File: src/design/rvfd_pkg.sv
// Shared constants and types for the run-length video frame decoder.
// Used by rvfd_parser, rvfd_span and rle_video_frame_decoder_unit; no dependencies.
package rvfd_pkg;

  // Screen geometry of the external indexed frame memory.
  localparam int SCREEN_WIDTH  = 320;
  localparam int SCREEN_HEIGHT = 200;

  // Widths of the stream payloads.
  localparam int IN_DATA_W  = 8;
  localparam int IN_USER_W  = 2;
  localparam int OUT_DATA_W = 32;
  localparam int OUT_USER_W = 1;

  // Span request from the parser: position is taken before the column advances.
  typedef struct packed {
    logic        result;   // this item produces a result item
    logic        write;    // a span was requested
    logic [7:0]  len;      // requested span length, 1..128
    logic [7:0]  color;
    logic [15:0] row;
    logic [15:0] col;
    logic        done;     // this item completes the frame body
  } span_req_t;

  // Clipped span ready for the output register.
  typedef struct packed {
    logic        result;
    logic [15:0] pixel_address;
    logic [7:0]  span_length;
    logic [7:0]  pixel_color;
    logic        clipped;
    logic        frame_done;
  } span_res_t;

endpackage

File: src/design/rle_video_frame_decoder_unit.sv
// Top level of the run-length video frame decoder: stream ports and output register.
// Depends on rvfd_pkg, rvfd_parser and rvfd_span.
//
//  Channel | Direction | Payload
//  s_*     | in        | tdata: data_byte[7:0]; tuser: frame_start, is_delta
//  m_*     | out       | tdata: pixel_address, span_length, pixel_color; tuser: clipped;
//          |           | tlast: frame_done
//
// One compressed byte is taken per clock; each item is parsed in the cycle it
// is accepted and its result, if any, is loaded into the output register as
// that cycle ends. The input is stalled only while that register holds an
// untaken result. Reset (rst, synchronous) returns the parser to idle,
// waiting for a frame start, and empties the output register.
module rle_video_frame_decoder_unit (
  input  logic                              clk,
  input  logic                              rst,
  input  logic                              s_tvalid,
  output logic                              s_tready,
  input  logic [rvfd_pkg::IN_DATA_W-1:0]    s_tdata,   // data_byte[7:0]
  input  logic [rvfd_pkg::IN_USER_W-1:0]    s_tuser,   // frame_start[0], is_delta[1]
  output logic                              m_tvalid,
  input  logic                              m_tready,
  output logic [rvfd_pkg::OUT_DATA_W-1:0]   m_tdata,   // pixel_address[15:0],
                                                       // span_length[23:16],
                                                       // pixel_color[31:24]
  output logic [rvfd_pkg::OUT_USER_W-1:0]   m_tuser,   // clipped[0]
  output logic                              m_tlast    // frame_done
);

  logic                accept;
  rvfd_pkg::span_req_t req;
  rvfd_pkg::span_res_t res;

  // Input is taken whenever the output register is free or being emptied.
  assign s_tready = !m_tvalid || m_tready;
  assign accept   = s_tvalid && s_tready;

  rvfd_parser u_parser (
    .clk         (clk),
    .rst         (rst),
    .accept      (accept),
    .data_byte   (s_tdata),
    .frame_start (s_tuser[0]),
    .is_delta    (s_tuser[1]),
    .req         (req)
  );

  rvfd_span u_span (
    .req (req),
    .res (res)
  );

  // Output register: valid is control, payload loads with each accepted item.
  always_ff @(posedge clk) begin
    if (rst) begin
      m_tvalid <= 1'b0;
    end else if (accept) begin
      m_tvalid <= res.result;
    end else if (m_tready) begin
      m_tvalid <= 1'b0;
    end
  end

  always_ff @(posedge clk) begin
    if (accept) begin
      m_tdata    <= {res.pixel_color, res.span_length, res.pixel_address};
      m_tuser[0] <= res.clipped;
      m_tlast    <= res.frame_done;
    end
  end

endmodule

File: src/design/rvfd_parser.sv
// Frame body parser: holds the decode state and advances it by one item per accept.
// Depends on rvfd_pkg for screen constants and the span request type.
module rvfd_parser (
  input  logic                clk,
  input  logic                rst,
  input  logic                accept,
  input  logic [7:0]          data_byte,
  input  logic                frame_start,
  input  logic                is_delta,
  output rvfd_pkg::span_req_t req
);

  // Parse phases.
  localparam logic [3:0] PH_IDLE    = 4'd0;
  localparam logic [3:0] PH_SKIP_LO = 4'd1;
  localparam logic [3:0] PH_SKIP_HI = 4'd2;
  localparam logic [3:0] PH_CNT_LO  = 4'd3;
  localparam logic [3:0] PH_CNT_HI  = 4'd4;
  localparam logic [3:0] PH_LINE    = 4'd5;
  localparam logic [3:0] PH_COLSKIP = 4'd6;
  localparam logic [3:0] PH_FLAG    = 4'd7;
  localparam logic [3:0] PH_LITERAL = 4'd8;
  localparam logic [3:0] PH_FILL    = 4'd9;

  logic [3:0]  parse_phase, parse_phase_next;
  logic        delta_mode, delta_mode_next;
  logic [15:0] row_index, row_index_next;
  logic [15:0] rows_remaining, rows_remaining_next;
  logic [15:0] column_index, column_index_next;
  logic [6:0]  segments_remaining, segments_remaining_next;
  logic [7:0]  literal_remaining, literal_remaining_next;
  logic [7:0]  run_length_held, run_length_held_next;
  logic [7:0]  header_low_byte, header_low_byte_next;

  // Next-state logic for one item, with the frame-start override applied first.
  always_comb begin
    logic        seg_end;
    logic        line_end;
    logic [15:0] hdr_word;
    logic [16:0] col_sum;
    logic [16:0] row_sum;

    parse_phase_next        = parse_phase;
    delta_mode_next         = delta_mode;
    row_index_next          = row_index;
    rows_remaining_next     = rows_remaining;
    column_index_next       = column_index;
    segments_remaining_next = segments_remaining;
    literal_remaining_next  = literal_remaining;
    run_length_held_next    = run_length_held;
    header_low_byte_next    = header_low_byte;
    seg_end                 = 1'b0;
    line_end                = 1'b0;
    hdr_word                = {data_byte, header_low_byte};
    col_sum                 = 17'd0;
    row_sum                 = 17'd0;

    req        = '0;
    req.color  = data_byte;

    if (frame_start) begin
      delta_mode_next         = is_delta;
      row_index_next          = '0;
      column_index_next       = '0;
      segments_remaining_next = '0;
      literal_remaining_next  = '0;
      run_length_held_next    = '0;
      if (is_delta) begin
        rows_remaining_next = '0;
        parse_phase_next    = PH_SKIP_LO;
      end else begin
        rows_remaining_next = 16'(rvfd_pkg::SCREEN_HEIGHT);
        parse_phase_next    = PH_LINE;
      end
    end

    hdr_word = {data_byte, header_low_byte_next};

    unique case (parse_phase_next)
      PH_SKIP_LO: begin
        header_low_byte_next = data_byte;
        parse_phase_next     = PH_SKIP_HI;
      end
      PH_SKIP_HI: begin
        row_index_next   = hdr_word;
        parse_phase_next = PH_CNT_LO;
      end
      PH_CNT_LO: begin
        header_low_byte_next = data_byte;
        parse_phase_next     = PH_CNT_HI;
      end
      PH_CNT_HI: begin
        if (data_byte[7] || hdr_word == 16'd0) begin
          rows_remaining_next = '0;
          parse_phase_next    = PH_IDLE;
          req.done            = 1'b1;
        end else begin
          rows_remaining_next = hdr_word;
          column_index_next   = '0;
          parse_phase_next    = PH_LINE;
        end
      end
      PH_LINE: begin
        column_index_next = '0;
        if (data_byte == 8'd0 || data_byte[7]) begin
          line_end = 1'b1;
        end else begin
          segments_remaining_next = data_byte[6:0];
          parse_phase_next        = delta_mode_next ? PH_COLSKIP : PH_FLAG;
        end
      end
      PH_COLSKIP: begin
        col_sum           = {1'b0, column_index_next} + {9'd0, data_byte};
        column_index_next = col_sum[16] ? 16'hFFFF : col_sum[15:0];
        parse_phase_next  = PH_FLAG;
      end
      PH_FLAG: begin
        if (!delta_mode_next) begin
          if (data_byte[7]) begin
            literal_remaining_next = 8'(9'd256 - {1'b0, data_byte});
            parse_phase_next       = PH_LITERAL;
          end else begin
            run_length_held_next = data_byte;
            parse_phase_next     = PH_FILL;
          end
        end else begin
          if (data_byte != 8'd0 && !data_byte[7]) begin
            literal_remaining_next = data_byte;
            parse_phase_next       = PH_LITERAL;
          end else begin
            run_length_held_next = (data_byte == 8'd0) ? 8'd0
                                   : 8'(9'd256 - {1'b0, data_byte});
            parse_phase_next     = PH_FILL;
          end
        end
      end
      PH_LITERAL: begin
        req.write = 1'b1;
        req.len   = 8'd1;
        if (literal_remaining_next != 8'd0) begin
          literal_remaining_next = literal_remaining_next - 8'd1;
        end
        if (literal_remaining_next == 8'd0) begin
          seg_end = 1'b1;
        end
      end
      PH_FILL: begin
        if (run_length_held_next != 8'd0) begin
          req.write = 1'b1;
          req.len   = run_length_held_next;
        end
        run_length_held_next = '0;
        seg_end              = 1'b1;
      end
      default: begin
        parse_phase_next = PH_IDLE;
      end
    endcase

    // A span is placed at the current position, then the column moves past it.
    req.row = row_index_next;
    req.col = column_index_next;
    if (req.write) begin
      col_sum           = {1'b0, column_index_next} + {9'd0, req.len};
      column_index_next = col_sum[16] ? 16'hFFFF : col_sum[15:0];
    end

    // End of a segment may close the line.
    if (seg_end) begin
      if (segments_remaining_next != 7'd0) begin
        segments_remaining_next = segments_remaining_next - 7'd1;
      end
      if (segments_remaining_next == 7'd0) begin
        line_end = 1'b1;
      end else begin
        parse_phase_next = delta_mode_next ? PH_COLSKIP : PH_FLAG;
      end
    end

    // End of a line may close the frame.
    if (line_end) begin
      row_sum           = {1'b0, row_index_next} + 17'd1;
      row_index_next    = row_sum[16] ? 16'hFFFF : row_sum[15:0];
      column_index_next = '0;
      if (rows_remaining_next != 16'd0) begin
        rows_remaining_next = rows_remaining_next - 16'd1;
      end
      if (rows_remaining_next == 16'd0) begin
        parse_phase_next = PH_IDLE;
        req.done         = 1'b1;
      end else begin
        parse_phase_next = PH_LINE;
      end
    end

    req.result = req.write | req.done;
  end

  // State registers advance only on an accepted item.
  always_ff @(posedge clk) begin
    if (rst) begin
      parse_phase        <= PH_IDLE;
      delta_mode         <= 1'b0;
      row_index          <= '0;
      rows_remaining     <= '0;
      column_index       <= '0;
      segments_remaining <= '0;
      literal_remaining  <= '0;
      run_length_held    <= '0;
      header_low_byte    <= '0;
    end else if (accept) begin
      parse_phase        <= parse_phase_next;
      delta_mode         <= delta_mode_next;
      row_index          <= row_index_next;
      rows_remaining     <= rows_remaining_next;
      column_index       <= column_index_next;
      segments_remaining <= segments_remaining_next;
      literal_remaining  <= literal_remaining_next;
      run_length_held    <= run_length_held_next;
      header_low_byte    <= header_low_byte_next;
    end
  end

endmodule

File: src/design/rvfd_span.sv
// Span clipper: cuts a requested span to the screen and forms the pixel address.
// Depends on rvfd_pkg for screen constants and the request and result types.
module rvfd_span (
  input  rvfd_pkg::span_req_t req,
  output rvfd_pkg::span_res_t res
);

  logic        on_screen;
  logic [15:0] room;
  logic [15:0] req_len;
  logic [15:0] vis;
  logic [31:0] addr_full;

  // Visible part of the span: up to the right edge of the current line.
  assign on_screen = (32'(req.row) < 32'(rvfd_pkg::SCREEN_HEIGHT)) &&
                     (32'(req.col) < 32'(rvfd_pkg::SCREEN_WIDTH));
  assign room      = 16'(rvfd_pkg::SCREEN_WIDTH) - req.col;
  assign req_len   = {8'd0, req.len};
  assign vis       = !on_screen ? 16'd0 : ((req_len < room) ? req_len : room);

  // Row times width plus column; the multiplier is a constant.
  assign addr_full = 32'(req.row) * 32'(rvfd_pkg::SCREEN_WIDTH) + 32'(req.col);

  // Result fields; an empty span carries zero address and color.
  always_comb begin
    res               = '0;
    res.result        = req.result;
    res.frame_done    = req.done;
    if (req.write) begin
      res.clipped = (vis < req_len);
      if (vis != 16'd0) begin
        res.pixel_address = addr_full[15:0];
        res.span_length   = vis[7:0];
        res.pixel_color   = req.color;
      end
    end
  end

endmodule

File: config.mk
export PLATFORM = sky130hd
export DESIGN_NAME = rle_video_frame_decoder_unit
export DESIGN_NICKNAME = d
export VERILOG_FILES = /design/src/design/rvfd_pkg.sv /design/src/design/rle_video_frame_decoder_unit.sv /design/src/design/rvfd_parser.sv /design/src/design/rvfd_span.sv
export SDC_FILE = /design/constraint.sdc
export NUM_CORES = 1
export LEC_CHECK = 0
export BUFFER_PORTS_ARGS = -buffer_cell sky130_fd_sc_hd__buf_2
export CORE_UTILIZATION = 30
export CTS_BUF_LIST = sky130_fd_sc_hd__clkbuf_8
export CTS_CLUSTER_DIAMETER = 150
export DETAILED_ROUTE_END_ITERATION = 10
export GPL_TIMING_DRIVEN = 0
export PLACE_DENSITY = 0.47
export SLEW_MARGIN = 20
export SYNTH_ARGS = -nofsm -noshare
export SYNTH_HDL_FRONTEND = slang
export SYNTH_SLANG_ARGS = --single-unit
File: constraint.sdc
create_clock -name clk -period 7 [get_ports clk]
set_input_delay 0.7 -clock clk [delete_from_list [all_inputs] [get_ports clk]]
set_output_delay 0.7 -clock clk [all_outputs]
set_load 0.01 [all_outputs]
==> results.md, run 1 <==
- Status: finished clean
- Worst Path Required: ~7.4 ns
- Yosys reg bits: around 120
- Crit Path Max Fanout: 8
- Yosys top cell area share: ~16%
- Final Cell Area: 0.0123 mm²
- Total vias in the final route: 11,321
- First-pass GRT wire length: between 60,000 and 70,000 µm
- Peak supply drop: approximately 0.00013 V
- Crit path max-delay family: compound AO/OA/AOI/OAI gates
- Chip height: 191 µm
- Placed cells: 1,951
- Final min period: about 6.7 ns
- Max stage delay cell, worst path: a21oi_2
- Max cap viols: 0
- Most frequent cells in the layout: nor2_1 (172), nand2_1 (143), a21oi_1 (137)
- Post-Synthesis Cell Area: around 0.011 mm²
- Number of synthesized flops with an enable pin: 34
- Final worst slack: 0.278 ns
- Slew Viols, Final: 0
- Antenna-violating nets left: 0
- Most frequent CP cell: ha_1
- Total Routing Usage GR: 24.1%
- Area of the multi-input gates: 0.00754 mm²
- H-tree depth: 4
- Share of layout cells above drive strength 1: 11.4%
- Port bufs: 46
- Starting Density: 30.7%
- Crit end category: flop
- Max_slew headroom: 35.5%
- Antenna cells: 0
- Mean Syn Cell Area: 7.38 µm²
- Dpl ws: -1.88 ns
- Yosys warns: 0
- Slowest stage delay, CP: 0.43 ns
- Main synth FF type: dfxtp_1
- Initial antenna violation count: 1
- Crit path buffers/inverters: 5
- PD cells: 159 mW/mm²
- Longest Clk Path Bufs: 2
- Grt ovf: 0
- Post-route DRC violation count: 0
- Root Driver: clkbuf_8
- LEAKAGE: between 4 and 5 nW
- Crit path DAT: 7.09 ns
- FP Rows: 68
- DR WL/cell: 21.7 µm
- Nets: around 1,600
- Core area: 0.0348 mm²
- Post-synth ARST share: 0%
- Die width: 191 µm
- Seq/Total Area, Yosys: 25.5%
- DP Area: 0.0115 mm²
- GP Congestion: 0.899
- Worst slew pin tran: 0.959 ns
- Post-Syn Nets: 1,523
- Max Clock Freq: 0.149 GHz
- Clock transition at path regs: 0.09 ns
- Iter 0 DRT Violations: 981
- CP Launch Type: input pin
- Routed Wire Length: 43,200 µm
- Vias in the first global route: 10,973
- Vias per cell: 5.68
- Cts bufs inserted: 17
- Full die area: 0.0364 mm²
- Drt first pass iters: 5
- Mapped Cells: 1,449
- Final Setup Violations: 0
- Synth cell types: 92
- Fillers: 3,738
- Register Area: 0.00272 mm²
- RSZ-0062 raised after global routing: no
- Clock Sinks: 119
- Placed wire-length estimate: 31,800 µm
- IO Count: 50
- Critical setup path kind: input pin to flop
- Worst-Skew Late Latency: between 0.5 and 0.6 ns
- Final period utilization: a little over nine tenths
- Clock Skews: 0.0291 ns
- Cell taking the most area after synthesis: dfxtp_1
- Most common cell after layout, fill and taps aside: nor2_1
- Synthesis-to-finish area growth: 15.2%
- Final Hold Viols: 0
- CTS tree: yes
- HP Class: flop to flop
- Fin cells: 1,994
- Synth area leaders: dfxtp_1 (16%), edfxtp_1 (9.6%), ha_1 (6.7%)
- Largest net degree at the start of global routing: 44
- WHS: approximately 0.46 ns
- Cts-stage hold buffer count: 0
## through the flow
| step | utilization [%] | total power, mW | TNS (ns) |
|---|---|---|---|
| floorplan | - | 1.01 | 0 |
| global placement | 33.0 | 1.14 | -28.59 |
| detailed placement | 33.1 | 1.14 | -28.34 |
| CTS | 35.1 | 1.96 | 0 |
| global route | 35.4 | 2.03 | 0 |
| finish | 35.4 | 1.95 | 0 |
## Yosys cell counts, types with 13 or more instances
| master | number |
|---|---|
| nor3b_1 | 20 |
| nand2_1 | 144 |
| clkbuf_1 | 55 |
| o211ai_1 | 16 |
| nor4_1 | 19 |
| nor3_1 | 50 |
| or3_1 | 18 |
| a21oi_1 | 139 |
| nand3_1 | 40 |
| nor2b_1 | 27 |
| o21a_1 | 14 |
| a22oi_1 | 17 |
| buf_2 | 14 |
| nor2_1 | 173 |
| nand2b_1 | 21 |
| a21o_1 | 22 |
| inv_1 | 68 |
| edfxtp_1 | 34 |
| o21ai_0 | 86 |
| xnor2_1 | 50 |
| a211oi_1 | 13 |
| a31oi_1 | 23 |
| xor2_1 | 21 |
| dfxtp_1 | 85 |
| ha_1 | 57 |
## routing by layer
metal / wire (µm) / GRT usage, % / vias to the layer above
li1: - / - / 5420
met1: 19600 / 31.9 / 5400
met2: 19700 / 39.3 / 403
met3: 2520 / 3.09 / 96
met4: 1380 / 9.91 / 2
met5: 13 / 0 / -
## timing repair
item | CTS | global route
pin swaps | 4 | 6
resized for setup | 27 | 23
endpoints found under the setup margin | 32 | 1
buffers inserted | 14 | 0
## cell families after synthesis
kind of cell | share of synthesized area (%)
compound gates | 26.5
xor+xnor | 5.97
fa+ha+maj | 7.34
buf+inv | 5.89
flops | 25.5
mux | 1.54
simple gates | 27.3
## tightest hold or removal path: stages (launching register included)
cell and delay (ns):
dfxtp_1 0.32, nand2_1 0.05, a21oi_1 0.05
## registers in the layout (all words and copies together) (netlist names)
signal,count
u_parser.run_length_held,8
m_tuser,1
m_tdata,32
m_tvalid,1
u_parser.row_index,16
u_parser.literal_remaining,8
u_parser.delta_mode,1
m_tlast,1
u_parser.segments_remaining,7
u_parser.parse_phase,4
u_parser.column_index,16
u_parser.rows_remaining,16
u_parser.header_low_byte,8
## final timing paths
kind                      startpoint               endpoint  slack [ns]  cells after the start
max                       s_tdata[0]                m_tuser        0.28                     30
min            u_parser.row_index[1]  u_parser.row_index[1]        0.46                      2
min reg2reg    u_parser.row_index[1]  u_parser.row_index[1]        0.46                      2
max reg2reg  u_parser.parse_phase[2]                m_tuser        0.84                     31
## report_power, final
| group | leakage, nW | internal, mW | switching [mW] | total [mW] |
|---|---|---|---|---|
| clock network | 0.252 | 0.478 | 0.339 | 0.817 |
| registers | 1.04 | 0.731 | 0.0172 | 0.748 |
| logic | 3.53 | 0.123 | 0.267 | 0.389 |
## layout make-up
| class | count | area share, % |
|---|---|---|
| plain buffers | 82 | 2.96 |
| inverters | 72 | 2.29 |
| repair buffers | 61 | 2.78 |
| clock buffers | 19 | 2.12 |
| well taps | 455 | 4.62 |
| clock inverters | 13 | 1.85 |
| multi-input cells | 1173 | 61.3 |
| flip-flops and latches | 119 | 22.1 |
Power figures use the tool's default switching activity.
==> run 2, diff against run 1 <==
--- a/config.mk
+++ b/config.mk
@@ -15,4 +15,5 @@
 export SLEW_MARGIN = 20
 export SYNTH_ARGS = -nofsm -noshare
 export SYNTH_HDL_FRONTEND = slang
+export SYNTH_HIERARCHICAL = 1
 export SYNTH_SLANG_ARGS = --single-unit
==> results.md, run 2 <==
- Mean Syn Cell Area: 7.53 µm²
- IO Count: 50
- Final Cell Area: 0.0126 mm²
- Hold Path End: u_parser/row_index[12]
- Synth cell types: 99
- Main synth FF type: dfxtp_1
- RSZ-0062 raised after global routing: yes
- Placed wire-length estimate: 31,200 µm
- FP Rows: 69
- Peak supply drop: between 0.0001 and 0.00015 V
- Vias in the first global route: between 10,000 and 15,000
- Synth area leaders: dfxtp_1 (16%), edfxtp_1 (9.4%), nor2_1 (6.7%)
- Mapped Cells: 1,449
- Crit end category: flop
- Share of layout cells above drive strength 1: a little over an eighth
- Crit path buffers/inverters: 11
- Cell taking the most area after synthesis: dfxtp_1
- Clock Sinks: between 100 and 150
- Adder-cell share of the synthesized area: under 10%
- Post-Syn Nets: between 1,500 and 2,000
- Final worst slack: approximately 0.18 ns
- Net Sw Power: 0.625 mW
- Sw Share: 33.8%
- Worst-Skew Late Latency: about 0.50 ns
- Number of synthesized flops with an enable pin: 34
- Max cap viols: 0
- GP Congestion: about 0.90
- DP Area: 0.0119 mm²
- WHS: 0.451 ns
- HP Start: u_parser/row_index[12]
- Die width: 193 µm
- Yosys top cell area share: 15.6%
- Critical setup path kind: input pin to flop
- Crit path DAT: 7.08 ns
- Chip height: a little under 200 µm
- Nets: 1,603
- Slew Viols, Final: 0
- H-tree depth: 4
- RR Startpoint: u_parser/parse_phase[1]
- Final Core Density: 35.3%
- Seq/Total Area, Yosys: between 20% and 30%
- Grt ovf: 0
- Dpl ws: -1.88 ns
- Largest net degree at the start of global routing: 36
- Initial antenna violation count: 0
- Yosys warns: 6
- Crit path max-delay family: simple AND/OR/NAND/NOR gates
- Yosys reg bits: about 120
- Seq pwr share: 40.5%
- Iter 0 DRT Violations: 985
- Cts bufs inserted: 17
- Worst R2R End: m_tuser
- Most common cell after layout, fill and taps aside: nor2_1
- Register with the most flip-flops: m_tdata
- Clock Skews: 0.0199 ns
- Compound-Gate Fraction of Synth Area: 25.9%
- Starting Density: a little under a third
- Final Setup Violations: 0
- Post-Synthesis Cell Area: 0.0109 mm²
- Comb pwr share: 21.0%
- Clock transition at path regs: approximately 0.080 ns
- Post-route DRC violation count: 12
- Post-route setup TNS: 0 ns
- Drt first pass iters: 8
- DR WL/cell: 20.7 µm
- CP Launch Type: input pin
- Final period utilization: 97.5%
- CTS tree: yes
- Max stage delay cell, worst path: or4_1
- Full die area: approximately 0.037 mm²
- Worst slew pin tran: 1.11 ns
- Mux contribution to synthesized area: 2.13%
- Slowest stage delay, CP: 0.47 ns
- Antenna-violating nets left: 0
- Post-Synth XOR/XNOR Area: 5.78%
- Port bufs: around 50
- Total vias in the final route: between 10,000 and 15,000
- Final min period: 6.82 ns
- Placed cells: 1,959
- Crit Path Max Fanout: 15
- Most frequent cell after synthesis: nor2_1
- Most frequent cells after synthesis: nor2_1 (195), nand2_1 (142), a21oi_1 (111)
- Post-synth ARST share: 0%
- Synthesis-to-finish area growth: 15.3%
- First-pass GRT wire length: 64,500 µm
- Total Routing Usage GR: 22.9%
- Clock power share: 38.5%
- Root Driver: clkbuf_8
- Status: finished with violations
- Hold Path Depth: 2
- FF-to-FF setup slack: between 0.7 and 0.8 ns
- Pint: around 1.2 mW
- Final Total Pwr: 1.85 mW
- Routed Wire Length: 41,500 µm
- Largest family of logic cells by synthesized area: simple AND/OR/NAND/NOR gates
- Flip-flop count of the largest register after layout: 32
- Antenna cells: 0
- HP Class: flop to flop
- Synth Area in Simple Gates: between 20 and 30%
- Longest Clk Path Bufs: 2
- Reg2reg path depth: 25
- Fin cells: 2,001
- Most frequent cells in the layout: nor2_1 (194), nand2_1 (139), a21oi_1 (105)
- Max Clock Freq: between 0.1 and 0.15 GHz
- Vias per cell: between 5 and 6
- Max_slew headroom: 25.7%
- Failing checks: design-rule violations
- Worst Path Required: 7.25 ns
- Final Hold Viols: 0
- PD cells: 147 mW/mm²
- Core area: 0.0357 mm²
- LEAKAGE: 4.87 nW
## run 2: cell types whose count changed in the layout (fill, tap and decap cells not counted), sizes merged, moves of 7 or more
cell | before | now
a21boi | 2 | 9
o21ai | 94 | 82
mux2i | 12 | 21
nor2 | 173 | 195
a21oi | 140 | 111
inv | 70 | 80
a211oi | 15 | 38
a31oi | 23 | 13
o221ai | 2 | 10
nand3 | 40 | 30
## run 2: worst min-delay path, stage by stage, from the launching register on
cell	delay, ns
dfxtp_1	0.33
nand2_1	0.04
o21ai_0	0.05
## run 2: cell families (layout without fill, tap and decap cells)
group	Yosys count	count (layout)
simple gates	601	601
compound gates	412	412
buf+inv	159	250
flops	119	119
xor+xnor	72	72
fa+ha+maj	63	63
mux	23	23
## run 2: worst max-delay path by stage
| stage | slack, ns | cells after the start | endpoint | start |
|---|---|---|---|---|
| finish | 0.18 | 36 | m_tuser | s_tuser[0] |
| global route | -0.04 | 36 | m_tuser | s_tuser[0] |
| CTS | 0.02 | 31 | m_tuser | s_tdata[0] |
| detailed placement | -1.88 | 30 | m_tuser | s_tdata[0] |
| global placement | -1.73 | 30 | m_tuser | s_tdata[0] |
| floorplan | -0.03 | 37 | m_tuser | s_tuser[0] |
## run 2: what timing repair did
item / 4_1_cts / 5_1_grt
setup buffers: 7 / 6
endpoints found under the setup margin: 33 / 2
gates cloned: 1 / 0
pin swaps: 11 / 10
hold buffers: 0 / 0
resized for setup: 32 / 17
## run 2: layout make-up
type / instances / area, µm²
plain buffers: 78 / 473
clock buffers: 18 / 248
clock inverters: 14 / 173
fillers: 3843 / 23100
inverters: 77 / 293
multi-input cells: 1171 / 7710
flip-flops and latches: 119 / 2720
well taps: 461 / 577
repair buffers: 63 / 382
## run 2: metal layers
metal | global-route usage (%) | vias up | routed length (µm) | share of wire (%)
met4 | 8.18 | 0 | 1050 | 2.5
met2 | 37.5 | 399 | 19200 | 46
met1 | 30.4 | 5492 | 19000 | 46
met5 | 0 | - | 0 | 0
li1 | - | 5447 | - | -
met3 | 3.33 | 64 | 2260 | 5.5
## run 2: power groups by stage
| stage | combinational [mW] | clock [mW] | sequential, mW |
|---|---|---|---|
| 6_report | 0.388 | 0.712 | 0.749 |
| 3_3_place_gp | 0.372 | 0 | 0.764 |
| 4_1_cts | 0.380 | 0.731 | 0.748 |
| 3_5_place_dp | 0.372 | 0 | 0.764 |
| 5_1_grt | 0.423 | 0.756 | 0.752 |
| 2_1_floorplan | 0.252 | 0 | 0.762 |
==> run 3, diff against run 2 <==
--- a/config.mk
+++ b/config.mk
@@ -12,6 +12,7 @@
 export DETAILED_ROUTE_END_ITERATION = 10
 export GPL_TIMING_DRIVEN = 0
 export PLACE_DENSITY = 0.47
+export REMOVE_ABC_BUFFERS = 1
 export SLEW_MARGIN = 20
 export SYNTH_ARGS = -nofsm -noshare
 export SYNTH_HDL_FRONTEND = slang
==> results.md, run 3 (synthesis gave the netlist of run 2 again) <==
- Worst slew pin tran: 0.976 ns
- Starting Density: 30.6%
- Antenna-violating nets left: 0
- Placed wire-length estimate: 25,600 µm
- Root Driver: clkbuf_8
- Vias per cell: 5.68
- FF-to-FF setup slack: 0.46 ns
- Max stage delay cell, worst path: or4_1
- Global routing's busiest layer: met2
- IO Count: 50
- Post-route DRC violation count: 12
- Flip-flop count of the largest register after layout: 32
- Most common cell after layout, fill and taps aside: nor2_1
- Vias in the first global route: between 10,000 and 15,000
- HP Class: flop to flop
- Status: finished with violations
- Total vias in the final route: 10,944
- Largest net degree at the start of global routing: 56
- Global routing usage on met1: 27.2%
- Reg2reg path depth: 24
- Cts-stage hold buffer count: 0
- Final min period: approximately 6.7 ns
- Clock Sinks: between 100 and 150
- FP Rows: about 70
- Worst Path Required: 7.22 ns
- Worst setup path end: m_tuser
- Failing checks: design-rule violations
- Drt first pass iters: 8
- Register with the most flip-flops: m_tdata
- Chip height: ~190 µm
- Max cap viols: 0
- Worst R2R End: m_tuser
- Longest Clk Path Bufs: 2
- Total Routing Usage GR: 19.9%
- Core area: 0.0357 mm²
- M3 GR Usage: 2.53%
- Clock transition at path regs: 0.08 ns
- Final Core Density: 34.2%
- Initial antenna violation count: 0
- Critical setup path kind: input pin to flop
- LEAKAGE: ~4.7 nW
- Share of layout cells above drive strength 1: between 10% and 20%
- CP Launch Type: input pin
- Max_slew headroom: between 30 and 40%
- Crit path max-delay family: simple AND/OR/NAND/NOR gates
- Final worst slack: 0.329 ns
- Crit path buffers/inverters: 6
- Slew Viols, Final: 0
- Max Clock Freq: 0.150 GHz
- CTS tree: yes
- Final period utilization: 95.3%
- DR WL/cell: 19.1 µm
- First-pass GRT wire length: roughly 58,000 µm
- Full die area: around 0.037 mm²
- Crit end category: flop
- Nets: roughly 1,500
- Antenna cells: 0
- DP Area: 0.0115 mm²
- Cts bufs inserted: 17
- PD cells: 146 mW/mm²
- Fillers: 3,818
- Clock Skews: roughly 0.022 ns
- RR Startpoint: u_parser/parse_phase[2]
- Port bufs: 49
- Peak supply drop: 0.000107 V
- Final Setup Violations: 0
- Crit path DAT: a little under 7 ns
- Dpl ws: -1.51 ns
- Slowest stage delay, CP: 0.54 ns
- Routed Wire Length: 36,800 µm
- Crit Path Max Fanout: 26
- Critical path origin: s_tuser[0]
- GP Congestion: 0.857
- Grt ovf: 0
- RSZ-0062 raised after global routing: no
- Synthesis-to-finish area growth: 11.7%
- Final Cell Area: 0.0122 mm²
- Most frequent cells in the layout: nor2_1 (191), nand2_1 (141), a21oi_1 (106)
- Iter 0 DRT Violations: 820
- Critical Path Stages: 31
- Final Hold Viols: 0
- Global-route track usage on met2: between 30% and 40%
- Worst-Skew Late Latency: 0.48 ns
- H-tree depth: 4
- Die width: 193 µm
==> run 3: what timing repair did <==
action / CTS / global route
resized for setup: 24 / 14
setup endpoints to repair: 25 / 1
setup buffers: 1 / 7
gates cloned: 0 / 2
pin swaps: 2 / 5
==> run 3: worst min path at each step <==
stage | endpoint | slack (ns) | depth (start not counted) | from
final | u_parser/column_index[1] | 0.45 | 2 | u_parser/column_index[1]
after global routing | u_parser/column_index[1] | 0.48 | 2 | u_parser/column_index[1]
after CTS | u_parser/column_index[1] | 0.45 | 2 | u_parser/column_index[1]
after detailed placement | u_parser/row_index[12] | 0.44 | 2 | u_parser/row_index[12]
after global placement | u_parser/row_index[12] | 0.43 | 2 | u_parser/row_index[12]
after floorplan | u_parser/column_index[1] | 0.42 | 2 | u_parser/column_index[1]
==> run 3: final cells by class <==
| cell class | count | area [µm²] | area share (%) |
|---|---|---|---|
| multi-input combinational | 1171 | 7660 | 62.9 |
| tap | 461 | 577 | 4.74 |
| clock inverter | 15 | 156 | 1.28 |
| sequential | 119 | 2720 | 22.4 |
| timing repair buffer | 68 | 534 | 4.39 |
| inverter | 77 | 297 | 2.43 |
| clock buffer | 17 | 234 | 1.92 |
==> run 3: tightest hold or removal path, delay by kind of cell (launching register included) <==
family / cells / cell delay [ns]
DFF: 1 / 0.32
and+or+nand+nor: 2 / 0.09
==> run 3: through the flow <==
step           power [mW]  setup TNS (ns)  instances  hold WS (ns)
6_report             1.78               0       1928         0.447
5_1_grt              1.87               0       1928         0.480
4_1_cts              1.79               0       1919         0.453
2_1_floorplan       0.982               0       1367         0.416
3_5_place_dp         1.11          -27.32       1886         0.435
3_3_place_gp         1.10          -94.82       1877         0.427
==> run 3: where the power goes <==
group	switching [mW]	internal, mW	leakage [nW]
clock	0.374	0.296	0.197
sequential	0.0208	0.729	1.04
combinational	0.239	0.124	3.42
==> run 3: metal layers <==
layer	up-vias	part of all wire, %
li1	5298	-
met3	47	3.9
met1	5315	49
met4	0	2.2
met5	-	0
met2	284	45
